## src/sv/acc_pkg.sv

```systemverilog
// types, codes and helpers shared by the alarm clock controller
package acc_pkg;

	// item kinds
	localparam logic [1:0] KIND_TICK    = 2'd0;
	localparam logic [1:0] KIND_ADV_MIN = 2'd1;
	localparam logic [1:0] KIND_ADV_HR  = 2'd2;
	localparam logic [1:0] KIND_TOGGLE  = 2'd3;

	// advance targets
	localparam logic TARGET_CLOCK = 1'b0;
	localparam logic TARGET_ALARM = 1'b1;

	// time limits and reset values
	localparam logic [4:0] HOUR_LAST        = 5'd23;
	localparam logic [5:0] MINUTE_LAST      = 6'd59;
	localparam logic [7:0] RELOAD_RESET     = 8'd5;
	localparam logic [4:0] ALARM_HOUR_RESET = 5'd11;

	typedef struct packed {
		logic [1:0] kind;
		logic       target;
		logic [4:0] rtc_hours;
		logic [5:0] rtc_minutes;
	} in_item_t;

	typedef struct packed {
		logic [4:0] time_hours;
		logic [5:0] time_minutes;
		logic [4:0] alarm_hours_out;
		logic [5:0] alarm_minutes_out;
		logic       armed_out;
		logic       ringing_out;
		logic       buzzer_on;
		logic       redraw_time;
		logic       redraw_alarm;
		logic       write_rtc;
	} out_item_t;

	typedef logic [7:0] reload_t;

	// hour advance with wrap to zero
	function automatic logic [4:0] next_hour(input logic [4:0] h);
		next_hour = (h >= HOUR_LAST) ? 5'd0 : h + 5'd1;
	endfunction

endpackage

```

## src/sv/acc_stream_if.sv

```systemverilog
// valid/ready channel carrying one payload per transaction
interface acc_stream_if #(parameter type T = logic);
	logic valid;
	logic ready;
	T     data;

	modport source (output valid, output data, input ready);
	modport sink (input valid, input data, output ready);
endinterface

```

## src/sv/acc_state.sv

```systemverilog
// clock, alarm and buzzer state with its update on each accepted item
module acc_state
	import acc_pkg::*;
(
	input  logic      clk,
	input  logic      arst_n,
	input  logic      accept,
	input  in_item_t  item,
	input  reload_t   reload,
	output out_item_t result
);

	logic [4:0] clock_hours_q, seen_hours_q, alarm_hours_q, seen_alarm_hours_q;
	logic [5:0] clock_minutes_q, seen_minutes_q, alarm_minutes_q, seen_alarm_minutes_q;
	logic       armed_q, ringing_q, tone_running_q, next_tone_on_q;
	logic [7:0] tone_divider_q;

	logic [4:0] ch_n, ah_n, sh_n, sah_n;
	logic [5:0] cm_n, am_n, sm_n, sam_n;
	logic       armed_n, ringing_n, tone_n, next_tone_n, rt, ra, wr, match;
	logic [7:0] div_n;

	// next state for one item
	always_comb begin
		ch_n = clock_hours_q;
		cm_n = clock_minutes_q;
		ah_n = alarm_hours_q;
		am_n = alarm_minutes_q;
		sh_n = seen_hours_q;
		sm_n = seen_minutes_q;
		sah_n = seen_alarm_hours_q;
		sam_n = seen_alarm_minutes_q;
		armed_n = armed_q;
		ringing_n = ringing_q;
		tone_n = tone_running_q;
		next_tone_n = next_tone_on_q;
		div_n = tone_divider_q;
		rt = 1'b0;
		ra = 1'b0;
		wr = 1'b0;
		match = (item.rtc_hours == alarm_hours_q) && (item.rtc_minutes == alarm_minutes_q);
		case (item.kind)
			KIND_TICK: begin
				ch_n = item.rtc_hours;
				cm_n = item.rtc_minutes;
				rt = (seen_hours_q != item.rtc_hours) || (seen_minutes_q != item.rtc_minutes);
				ra = (seen_alarm_hours_q != alarm_hours_q) ||
					(seen_alarm_minutes_q != alarm_minutes_q);
				if (rt && match && armed_q) begin
					ringing_n = 1'b1;
				end
				// buzzer divider runs only while armed and ringing
				if (armed_q && ringing_n) begin
					if (tone_divider_q == 8'd0) begin
						tone_n = next_tone_on_q;
						next_tone_n = ~next_tone_on_q;
						div_n = reload;
					end else begin
						div_n = tone_divider_q - 8'd1;
					end
				end else begin
					ringing_n = 1'b0;
					tone_n = 1'b0;
				end
				sh_n = item.rtc_hours;
				sm_n = item.rtc_minutes;
				sah_n = alarm_hours_q;
				sam_n = alarm_minutes_q;
			end
			KIND_ADV_MIN: begin
				if (item.target == TARGET_CLOCK) begin
					wr = 1'b1;
					if (clock_minutes_q >= MINUTE_LAST) begin
						cm_n = 6'd0;
						ch_n = next_hour(clock_hours_q);
					end else begin
						cm_n = clock_minutes_q + 6'd1;
					end
				end else begin
					if (alarm_minutes_q >= MINUTE_LAST) begin
						am_n = 6'd0;
						ah_n = next_hour(alarm_hours_q);
					end else begin
						am_n = alarm_minutes_q + 6'd1;
					end
				end
			end
			KIND_ADV_HR: begin
				if (item.target == TARGET_CLOCK) begin
					wr = 1'b1;
					ch_n = next_hour(clock_hours_q);
				end else begin
					ah_n = next_hour(alarm_hours_q);
				end
			end
			default: begin
				armed_n = ~armed_q;
			end
		endcase
	end

	// state registers
	always_ff @(posedge clk or negedge arst_n) begin
		if (!arst_n) begin
			clock_hours_q <= 5'd0;
			clock_minutes_q <= 6'd0;
			seen_hours_q <= 5'd0;
			seen_minutes_q <= 6'd0;
			alarm_hours_q <= ALARM_HOUR_RESET;
			alarm_minutes_q <= 6'd0;
			seen_alarm_hours_q <= 5'd0;
			seen_alarm_minutes_q <= 6'd0;
			armed_q <= 1'b0;
			ringing_q <= 1'b0;
			tone_divider_q <= RELOAD_RESET;
			tone_running_q <= 1'b0;
			next_tone_on_q <= 1'b1;
		end else if (accept) begin
			clock_hours_q <= ch_n;
			clock_minutes_q <= cm_n;
			seen_hours_q <= sh_n;
			seen_minutes_q <= sm_n;
			alarm_hours_q <= ah_n;
			alarm_minutes_q <= am_n;
			seen_alarm_hours_q <= sah_n;
			seen_alarm_minutes_q <= sam_n;
			armed_q <= armed_n;
			ringing_q <= ringing_n;
			tone_divider_q <= div_n;
			tone_running_q <= tone_n;
			next_tone_on_q <= next_tone_n;
		end
	end

	// result of this item, taken after the update
	always_comb begin
		result.time_hours = ch_n;
		result.time_minutes = cm_n;
		result.alarm_hours_out = ah_n;
		result.alarm_minutes_out = am_n;
		result.armed_out = armed_n;
		result.ringing_out = ringing_n;
		result.buzzer_on = tone_n;
		result.redraw_time = rt;
		result.redraw_alarm = ra;
		result.write_rtc = wr;
	end

endmodule

```

## src/sv/alarm_clock_controller_unit.sv

```systemverilog
// Alarm clock controller: one result per item, one item per cycle while the skid stage
// is empty. The state update is combinational logic on the accepted item; the result is
// registered in an output stage backed by a skid stage, so input is taken while a result
// waits and stalls only when both stages are full. The buzzer reload register is always
// ready; a new value is loaded into the divider when it next runs out on a tick.
module alarm_clock_controller_unit
	import acc_pkg::*;
(
	input  logic clk,
	input  logic arst_n,
	acc_stream_if.sink   in_item,
	acc_stream_if.source out_item,
	acc_stream_if.sink   cfg
);

	reload_t   reload_q;
	out_item_t result;
	out_item_t out_q, skid_q;
	logic      out_valid_q, skid_valid_q;
	logic      accept, pop;

	assign in_item.ready = ~skid_valid_q;
	assign accept = in_item.valid & in_item.ready;
	assign pop = out_valid_q & out_item.ready;
	assign out_item.valid = out_valid_q;
	assign out_item.data = out_q;
	assign cfg.ready = 1'b1;

	// buzzer reload register
	always_ff @(posedge clk or negedge arst_n) begin
		if (!arst_n) begin
			reload_q <= RELOAD_RESET;
		end else if (cfg.valid) begin
			reload_q <= cfg.data;
		end
	end

	acc_state u_state (
		.clk    (clk),
		.arst_n (arst_n),
		.accept (accept),
		.item   (in_item.data),
		.reload (reload_q),
		.result (result)
	);

	// output stage with skid behind it
	always_ff @(posedge clk or negedge arst_n) begin
		if (!arst_n) begin
			out_valid_q <= 1'b0;
			skid_valid_q <= 1'b0;
		end else begin
			// output stays full on a new transaction or while the skid refills it
			out_valid_q <= accept | (out_valid_q & ~(pop & ~skid_valid_q));
			// skid fills when a transaction arrives behind a waiting result
			skid_valid_q <= (skid_valid_q & ~pop) | (accept & out_valid_q & ~pop);
		end
	end

	// payload of the two stages
	always_ff @(posedge clk) begin
		if (pop && skid_valid_q) begin
			out_q <= skid_q;
		end else if (accept && (!out_valid_q || pop)) begin
			out_q <= result;
		end
		if (accept && out_valid_q && !pop) begin
			skid_q <= result;
		end
	end

endmodule

```

## src/flat_wrapper.sv

```systemverilog
// flat-port wrapper written by rule: the top's interface ports become plain ports
module alarm_clock_controller_unit_flat import acc_pkg::*;
  (clk, arst_n, in_item_valid, in_item_data, in_item_ready, out_item_valid, out_item_data, out_item_ready, cfg_valid, cfg_data, cfg_ready);
  acc_stream_if #(.T(in_item_t)) in_item_i ();
  acc_stream_if #(.T(out_item_t)) out_item_i ();
  acc_stream_if #(.T(reload_t)) cfg_i ();
  input  logic clk;
  input  logic arst_n;
  input wire logic [$bits(in_item_i.valid)-1:0] in_item_valid;
  input wire logic [$bits(in_item_i.data)-1:0] in_item_data;
  output wire logic [$bits(in_item_i.ready)-1:0] in_item_ready;
  output wire logic [$bits(out_item_i.valid)-1:0] out_item_valid;
  output wire logic [$bits(out_item_i.data)-1:0] out_item_data;
  input wire logic [$bits(out_item_i.ready)-1:0] out_item_ready;
  input wire logic [$bits(cfg_i.valid)-1:0] cfg_valid;
  input wire logic [$bits(cfg_i.data)-1:0] cfg_data;
  output wire logic [$bits(cfg_i.ready)-1:0] cfg_ready;
  assign in_item_i.valid = in_item_valid;
  assign in_item_i.data = in_item_data;
  assign in_item_ready = in_item_i.ready;
  assign out_item_valid = out_item_i.valid;
  assign out_item_data = out_item_i.data;
  assign out_item_i.ready = out_item_ready;
  assign cfg_i.valid = cfg_valid;
  assign cfg_i.data = cfg_data;
  assign cfg_ready = cfg_i.ready;
  alarm_clock_controller_unit u_core (.clk(clk), .arst_n(arst_n), .in_item(in_item_i), .out_item(out_item_i), .cfg(cfg_i));
endmodule
```

## config.mk

```make
export PLATFORM = sky130hd
export DESIGN_NAME = alarm_clock_controller_unit_flat
export DESIGN_NICKNAME = d
export VERILOG_FILES = /design/src/sv/acc_pkg.sv /design/src/sv/acc_stream_if.sv /design/src/sv/acc_state.sv /design/src/sv/alarm_clock_controller_unit.sv /design/src/flat_wrapper.sv
export SDC_FILE = /design/constraint.sdc
export NUM_CORES = 1
export LEC_CHECK = 0
export BUFFER_PORTS_ARGS = -buffer_cell sky130_fd_sc_hd__buf_2
export CAP_MARGIN = 20
export CORE_ASPECT_RATIO = 1.4
export CORE_MARGIN = 4
export CORE_UTILIZATION = 55
export DETAILED_ROUTE_END_ITERATION = 8
export PLACE_DENSITY = 0.77
export SLEW_MARGIN = 0
export SYNTH_ARGS = -nofsm -noshare
export SYNTH_HDL_FRONTEND = slang
export SYNTH_HIERARCHICAL = 1
export SYNTH_SLANG_ARGS = --single-unit
```

## constraint.sdc

```tcl
create_clock -name clk -period 4.95 [get_ports clk]
set_clock_uncertainty 0.1 [all_clocks]
set_input_delay 0.99 -clock clk [delete_from_list [all_inputs] [get_ports clk]]
set_output_delay 0.99 -clock clk [all_outputs]
set_load 0.01 [all_outputs]
```

# Word level (Yosys, flattened, before mapping)
# Cells that the tools add are included.
# word_totals
ff_bits	122
input_bits	27
out_inout_bits	31
word_cells	119
# op_classes
addsub	5
n_lt_le_gt_ge	4
eq_ne	8
muxes	31
n_bitwise	14
n_reduce_logical	21
# ops
op	n
2-to-1 mux 28 bit	2
2-to-1 mux 5 bit	8
2-to-1 mux 6 bit	5
one-hot mux 5 bit (3 select lines)	1
adder 6 x 1 -> 6 bit (second input constant)	2
greater-or-equal comparator 6 bit (second input constant)	2
2-to-1 mux 1 bit	12
inequality test 6 bit	2
one-hot mux 6 bit (2 select lines)	1
adder 5 x 1 -> 5 bit (second input constant)	2
greater-or-equal comparator 5 bit (second input constant)	2
inequality test 5 bit	2
one-hot mux 5 bit (2 select lines)	1
logical AND 1 bit	8
logical NOT 8 bit	1
2-to-1 mux 8 bit	1
subtractor 8 x 1 -> 8 bit (second input constant)	1
bitwise AND 1 bit	7
== test 6 bit	1
== test 5 bit	1
inverter 1 bit	5
AND reduction 4 bit	1
logical OR 1 bit	3
AND reduction 3 bit	1
other kinds (9)	11

# Longest topological paths before layout
# Gate-level depths: netlist of run 1.
# depth
word_depth	11
mapped_depth	10
mapped_depth_nobuf	9

# Modules after synthesis
# Netlist of run 1, hierarchy kept.
# by_module_without_submodules
module	n_inst	cells_per_inst	area_per_inst_um2	seq_area_each_um2
acc_state	1	392	3766.1	1408.9
alarm_clock_controller_unit	1	119	2526.2	1934.4

# Least setup slack after synthesis of run 1
# Ideal clock, no wire load.
# synth_timing
path_type	input-to-reg
start	in in_item_valid
end	reg u_core/skid_q[0] (netlist bit) (enable)
setup_ns	0.448
t_arrival_ns	3.017
required_ns	4.402
setup_slack_ns	1.384
cell_stages	2
path_buffers	0
path_cell_list	nand2b_1 > nor3_1
# synth_via
elab_chain_cells	3
# synth_rtl
element	line	text
from (decl)	flat_wrapper.sv:9	input wire logic [$bits(in_item_i.valid)-1:0] in_item_valid;
bitwise AND 1 bit	alarm_clock_controller_unit.sv:23	assign accept = in_item.valid & in_item.ready;
logical AND 1 bit (2 in series)	alarm_clock_controller_unit.sv:67	if (accept && out_valid_q && !pop) begin
to (signal assigned)	alarm_clock_controller_unit.sv:68	skid_q <= result;
to (decl)	alarm_clock_controller_unit.sv:18	out_item_t out_q, skid_q;
# No other way between the ends.
# A chain may end at the register's enable or synchronous reset.

# Final worst setup path of run 1
# layout_timing
start	in in_item_valid
end	reg u_core.u_state.tone_divider_q[6]
# layout_via
elab_chain_cells	2
# layout_rtl
element	line	text
bitwise AND 1 bit	alarm_clock_controller_unit.sv:23	
named net u_core.accept	alarm_clock_controller_unit.sv:20	logic accept, pop;
AND reduction 3 bit (no source line)	--	
to (signal assigned)	acc_state.sv:129	tone_divider_q <= div_n;
to (decl)	acc_state.sv:16	logic [7:0] tone_divider_q;
# The timed path passes the listed nets, and every way through them passes these cells.

==> metrics, run 1 <==
Synth Flop Type=dfrtp_1; Initial Util=0.570; P&R area growth vs syn=14.0%; final setup vio count=0; antenna violations before repair=0; Post-DP Area=6600 sq um; Rel. slew slack=0.373; GP Congestion=0.923; Seq pwr share=0.429; via count=4349; switching share of total power=0.310; CTS tree=done; Post-synth EDFFs=56; root buf cell=clkbuf_16; global-route wire length before repair=21900 um; port bufs=56; min Tclk post-route=3.02 ns; Synth Register Bits=122; DR WL/cell=19.1 um; # diodes=0; clock power share=0.315; Core Area=11000 sq um; Final Max Tran Viols=0; die area=13200 sq um; commonest non-fill, non-tap cell in the layout=dfrtp_1; Yosys cell types=67; clk buf depth=2; Hold Crit Class=reg2reg; Final nets=595; vias per inst=6.11; Skew-Pair Late Insertion Delay=0.42 ns; FILL cells=832; CTS buffer count=17; Clock Sinks=122; Chip Height=135 um; Residual DRC=0; sequential area share after synthesis=0.531; period utilisation layout=0.611; net switching power=0.00118 W; hold buffer count at CTS=0; Syn Inst Count=511; vias in the first global route=4290; GR Util All Layers=0.212; Post-Syn Nets=548; Area contributors post-synth=edfxtp_1, dfrtp_1, mux2_2; H-tree Lvls=4; Overflow after GRT=0; Routed Antenna Nets=0; Detailed Place HPWL=9170 um; Post-Syn Area=6290 sq um; startpoint types=input pin; Max Fclk=331 MHz; Yosys warning count=6; crit path DAT=3.22 ns; CP max FO=26; # resized after CTS=0; pwr dens=530 nW/um^2; share of synthesized registers carrying an async set or reset=0.541; LEAKAGE=3.05 nW; RSZ-0062 raised after global routing=false; final hold violations=0; Max Cap Viol=0; most frequent cells in the layout=dfrtp_1, buf_2, edfxtp_1; outcome=completed; post-CTS setup buffer count=0; largest net degree at the start of global routing=35; Die X=98.4 um; fin area=7180 sq um; post-synthesis cell type with the largest combined area=edfxtp_1; # rows=45; post-synth top area share=0.267; share of cells above drive strength 1=0.324; slowest stage delay, CP=0.54 ns; CP Data Required Time=5.15 ns; Comb power frac=0.255; Worst-path clk slew=0.06 ns; First DRT Iteration DRCs=362; Pre-Repair DR Iteration Count=5; Max VDD drop=0.281 mV; worst-path cell chain=buf_2, nand2b_1, inv_1, and2_1, and4b_1, a32oi_4, nor3_1, o22a_1; IO Pins=58; Power Internal=0.00263 W; Slew @ Worst Pin=0.940 ns; Crit Path Class=in2reg; setup TNS=0 ns; CP max-delay cell=a32oi_4; type of element capturing the critical path=register; DRT Wirelength=13600 um; Avg Synthesized Cell Area=12.3 sq um
-- kinds of logic (layout without fill, tap and decap cells) --
kind of cell,after synthesis,in the layout,share of synthesized area
flops,122,122,0.531
buf+inv,49,109,0.0406
compound gates,108,108,0.123
fa+ha+maj,10,10,0.0199
simple gates,113,113,0.0939
other cells,1,1,0.000596
xor+xnor,36,36,0.0501
mux,72,72,0.141
-- Yosys cell counts, drive strengths merged, types with 4 or more instances --
cell type	number
a31oi	4
o21ai	24
nand2	30
o41ai	4
inv	17
edfxtp	56
nand4	5
xor2	17
nor3b	4
dfrtp	58
xnor2	19
dfstp	8
nand3	13
nor3	10
mux2	71
a21o	10
nor2	28
ha	10
buf	21
a22o	4
clkbuf	11
a21oi	23
o22ai	8
o22a	4
nand2b	4
nor4	5
-- area by class of cell --
cell class / count / area (sq um) / share of cell area
Sequential cell: 122 / 3340 / 0.466
Multi-Input combinational cell: 340 / 2710 / 0.377
Clock buffer: 17 / 425 / 0.0593
Timing Repair Buffer: 60 / 310 / 0.0432
Tap cell: 141 / 176 / 0.0246
Clock inverter: 15 / 151 / 0.0211
Inverter: 17 / 63.8 / 0.00889
-- metal layers --
| layer | track usage | share of wire | routed length, um |
|---|---|---|---|
| met3 | 0.0419 | 0.070 | 952 |
| met5 | 0 | 0 | 0 |
| met2 | 0.372 | 0.53 | 7160 |
| met4 | 0.0904 | 0.025 | 343 |
| met1 | 0.252 | 0.38 | 5150 |
-- worst paths after layout --
path	startpoint	to	slack, ns	depth (start not counted)
max	in_item_valid	u_core/u_state/tone_divider_q[6]$_DFFE_PN0P_	1.93	8
min reg2reg	u_core/reload_q[4]$_DFFE_PN0P_	u_core/reload_q[4]$_DFFE_PN0P_	0.41	1
max reg2reg	u_core/skid_valid_q$_DFF_PN0_	u_core/u_state/tone_divider_q[5]$_DFFE_PN0P_	2.05	7
min	u_core/reload_q[4]$_DFFE_PN0P_	u_core/reload_q[4]$_DFFE_PN0P_	0.41	1
min in group asynchronous	arst_n	u_core/reload_q[1]$_DFFE_PN0P_	0.58	1
max in group asynchronous	arst_n	u_core/u_state/next_tone_on_q$_DFFE_PN1P_	3.20	2
-- power groups by stage --
| stage | registers [W] | logic (W) | clock network, W |
|---|---|---|---|
| after floorplan | 0.00163 | 0.000698 | 0 |
| after global placement | 0.00162 | 0.000927 | 0 |
| after detailed placement | 0.00164 | 0.000963 | 0 |
| after CTS | 0.00163 | 0.000980 | 0.00122 |
| after global routing | 0.00167 | 0.00106 | 0.00127 |
| final | 0.00163 | 0.000971 | 0.00120 |
-- critical path, delay by kind of cell --
| kind | cells | cell delay [ns] |
|---|---|---|
| simple gates | 4 | 0.91 |
| compound gates | 2 | 0.77 |
| buf+inv | 2 | 0.55 |
-- registers in the layout, indices dropped and copies added (netlist names), 6 cells and up --
signal / flops
u_core/u_state/alarm_minutes_q: 6
u_core/u_state/clock_minutes_q: 6
u_core/reload_q: 8
u_core/u_state/seen_minutes_q: 6
u_core/skid_q: 28
u_core/u_state/tone_divider_q: 8
u_core/u_state/seen_alarm_minutes_q: 6
u_core/out_item.data: 28
-- metrics by stage --
stage	utilization	std cells	power, W	hold WS (ns)	worst slack, ns
2_1_floorplan	-	511	0.00233	0.373	1.38
3_3_place_gp	0.598	680	0.00255	0.385	1.66
3_5_place_dp	0.598	680	0.00260	0.400	1.52
4_1_cts	0.650	712	0.00383	0.413	1.95
5_1_grt	0.650	712	0.00400	0.436	1.78
6_report	0.650	712	0.00380	0.411	1.93
(Power assumes the default switching activity.)
==> inputs of run 2 (changes only) <==
--- a/config.mk
+++ b/config.mk
@@ -9,9 +9,9 @@
 export CAP_MARGIN = 20
 export CORE_ASPECT_RATIO = 1.4
 export CORE_MARGIN = 4
-export CORE_UTILIZATION = 55
+export CORE_UTILIZATION = 54
 export DETAILED_ROUTE_END_ITERATION = 8
-export PLACE_DENSITY = 0.77
+export PLACE_DENSITY = 0.78
 export SLEW_MARGIN = 0
 export SYNTH_ARGS = -nofsm -noshare
 export SYNTH_HDL_FRONTEND = slang
==> constraint.sdc (replaced) <==
create_clock -name clk -period 2.5 [get_ports clk]
set_clock_uncertainty 0.1 [all_clocks]
set_input_delay 0.5 -clock clk [delete_from_list [all_inputs] [get_ports clk]]
set_output_delay 0.5 -clock clk [all_outputs]
set_load 0.01 [all_outputs]
==> run 2 against run 1 <==
- hold slack lost 0.40 ns
- clock power grew 120%
- cell area grew 4.6%
- via count is 1.4% higher
- global-route usage up 0.43 points
- first-iteration DRC count increased by 12%
- setup slack worse by 1.8 ns
- total power grew 110%
- die area increased by 1.7%
- cell count is 4.9% higher
- largest power group unchanged
- highest routed layer unchanged
==> metrics, run 2 (synthesis gave the netlist of run 1 again) <==
Detailed Place HPWL=9870 um; fin area=7510 sq um; startpoint types=register; CP max-delay cell=dfrtp_1; outcome=completed; Residual DRC=0; setup slack after layout=0.0853 ns; share of cells above drive strength 1=0.362; Hold Crit Class=in2async; Skew-Pair Late Insertion Delay=0.41 ns; Max Fclk=414 MHz; most frequent cells in the layout=dfrtp_1, buf_2, edfxtp_1; GP Congestion=0.924; GR Util All Layers=0.216; Final Max Tran Viols=0; min Tclk post-route=2.41 ns; pre-CTS WS=-0.0447 ns; DRT Wirelength=13800 um; final hold slack=0.00891 ns; LEAKAGE=3.25 nW; Core Area=11400 sq um; Clock Sinks=122; worst path buffer plus inverter count=0; Rel. slew slack=0.590; crit path DAT=2.47 ns; P&R area growth vs syn=19.3%; Post-DP Area=6860 sq um; Pre-Repair DR Iteration Count=6; largest net degree at the start of global routing=32; via count=4410; worst-path cell chain=ha_1, o2111a_1, a21oi_1, nand3b_1, a21oi_1, mux2_2, mux2_4; slowest stage delay, CP=0.38 ns; Crit Path Class=reg2reg; IO Pins=58; Chip Height=136 um; RSZ-0062 raised after global routing=false; CTS tree=done; most frequent CP cell=a21oi_1; Slew @ Worst Pin=0.615 ns; Routed Antenna Nets=0; global-route wire length before repair=22700 um; vias per inst=5.90; final hold violations=0; setup TNS=0 ns; root buf cell=clkbuf_16; First DRT Iteration DRCs=404; H-tree Lvls=4; Worst-path clk slew=0.05 ns; final setup vio count=0; CTS buffer count=17; commonest non-fill, non-tap cell in the layout=dfrtp_1; antenna violations before repair=0; CP top delay family=compound AO/OA/AOI/OAI gates; Die X=99.2 um; CP max FO=5; Overflow after GRT=0; DR WL/cell=18.5 um; Final nets=627; period utilisation layout=0.966; type of element capturing the critical path=register; port bufs=56; power consumption=0.00785 W; Initial Util=0.552; vias in the first global route=4464; clk buf depth=2; Max VDD drop=0.628 mV; CP Data Required Time=2.55 ns; # diodes=0; die area=13500 sq um; Max Cap Viol=0; pwr dens=1050 nW/um^2; # rows=46
==> run 2: cell count changes in the layout (fill, tap and decap cells not counted), sizes merged <==
cell      change
clkbuf        +4
clkinvlp      -3
bufinv        +2
inv           -2
clkinv        -1
buf          +32
==> run 2: repair_timing <==
item,in CTS,in global routing
buffers inserted,0,0
setup endpoints to repair,0,3
resized for setup,0,1
hold buffers,0,0
endpoints found under the hold margin,0,0
==> run 2: report_power, final <==
| group | internal, W | leakage (nW) | switching [W] |
|---|---|---|---|
| Combinational | 0.00100 | 1.59 | 0.00107 |
| Sequential | 0.00280 | 1.35 | 0.000385 |
| Clock | 0.00174 | 0.309 | 0.000851 |
==> run 2: worst register-to-register path, delay by kind of cell, from the launching register on <==
| kind | cells | cell delay (ns) |
|---|---|---|
| fa+ha+maj | 1 | 0.27 |
| mux | 2 | 0.55 |
| compound gates | 3 | 0.65 |
| flops | 1 | 0.38 |
| simple gates | 1 | 0.22 |
==> run 2: per-layer routing <==
layer | wire [um] | vias to the layer above | GRT usage | share of wire
met5 | 0 | - | 0 | 0
li1 | - | 2037 | - | -
met1 | 5690 | 2175 | 0.267 | 0.41
met2 | 7000 | 169 | 0.365 | 0.51
met3 | 751 | 29 | 0.0433 | 0.054
met4 | 369 | 0 | 0.0995 | 0.027
==> run 2: worst paths after layout <==
kind | startpoint | endpoint | slack, ns | cells after the start
max | u_core/u_state/alarm_minutes_q[0]$_DFFE_PN0P_ | u_core/out_item.data[12]$_DFFE_PP_ | 0.09 | 7
min | arst_n | u_core/u_state/seen_alarm_minutes_q[2]$_DFFE_PN0P_ | 0.009 | 1
max reg2reg | u_core/u_state/alarm_minutes_q[0]$_DFFE_PN0P_ | u_core/out_item.data[12]$_DFFE_PP_ | 0.09 | 7
min reg2reg | u_core/reload_q[5]$_DFFE_PN0P_ | u_core/reload_q[5]$_DFFE_PN0P_ | 0.41 | 1
max in group asynchronous | arst_n | u_core/u_state/alarm_hours_q[3]$_DFFE_PN1P_ | 1.58 | 2
min in group clk | cfg_data[0] | u_core/reload_q[0]$_DFFE_PN1P_ | 0.23 | 2
==> run 2: layout make-up <==
class / instances / area (sq um)
fillers: 867 / 3890
flip-flops and latches: 122 / 3340
multi-input cells: 340 / 2720
repair buffers: 92 / 563
clock buffers: 21 / 470
well taps: 144 / 180
clock inverters: 11 / 168
inverters: 17 / 63.8
==> run 2: stage by stage <==
stage                     utilization  cells
final                           0.659    747
after floorplan                     -    511
after global routing            0.659    747
after detailed placement        0.602    715
after CTS                       0.658    747
after global placement          0.602    715
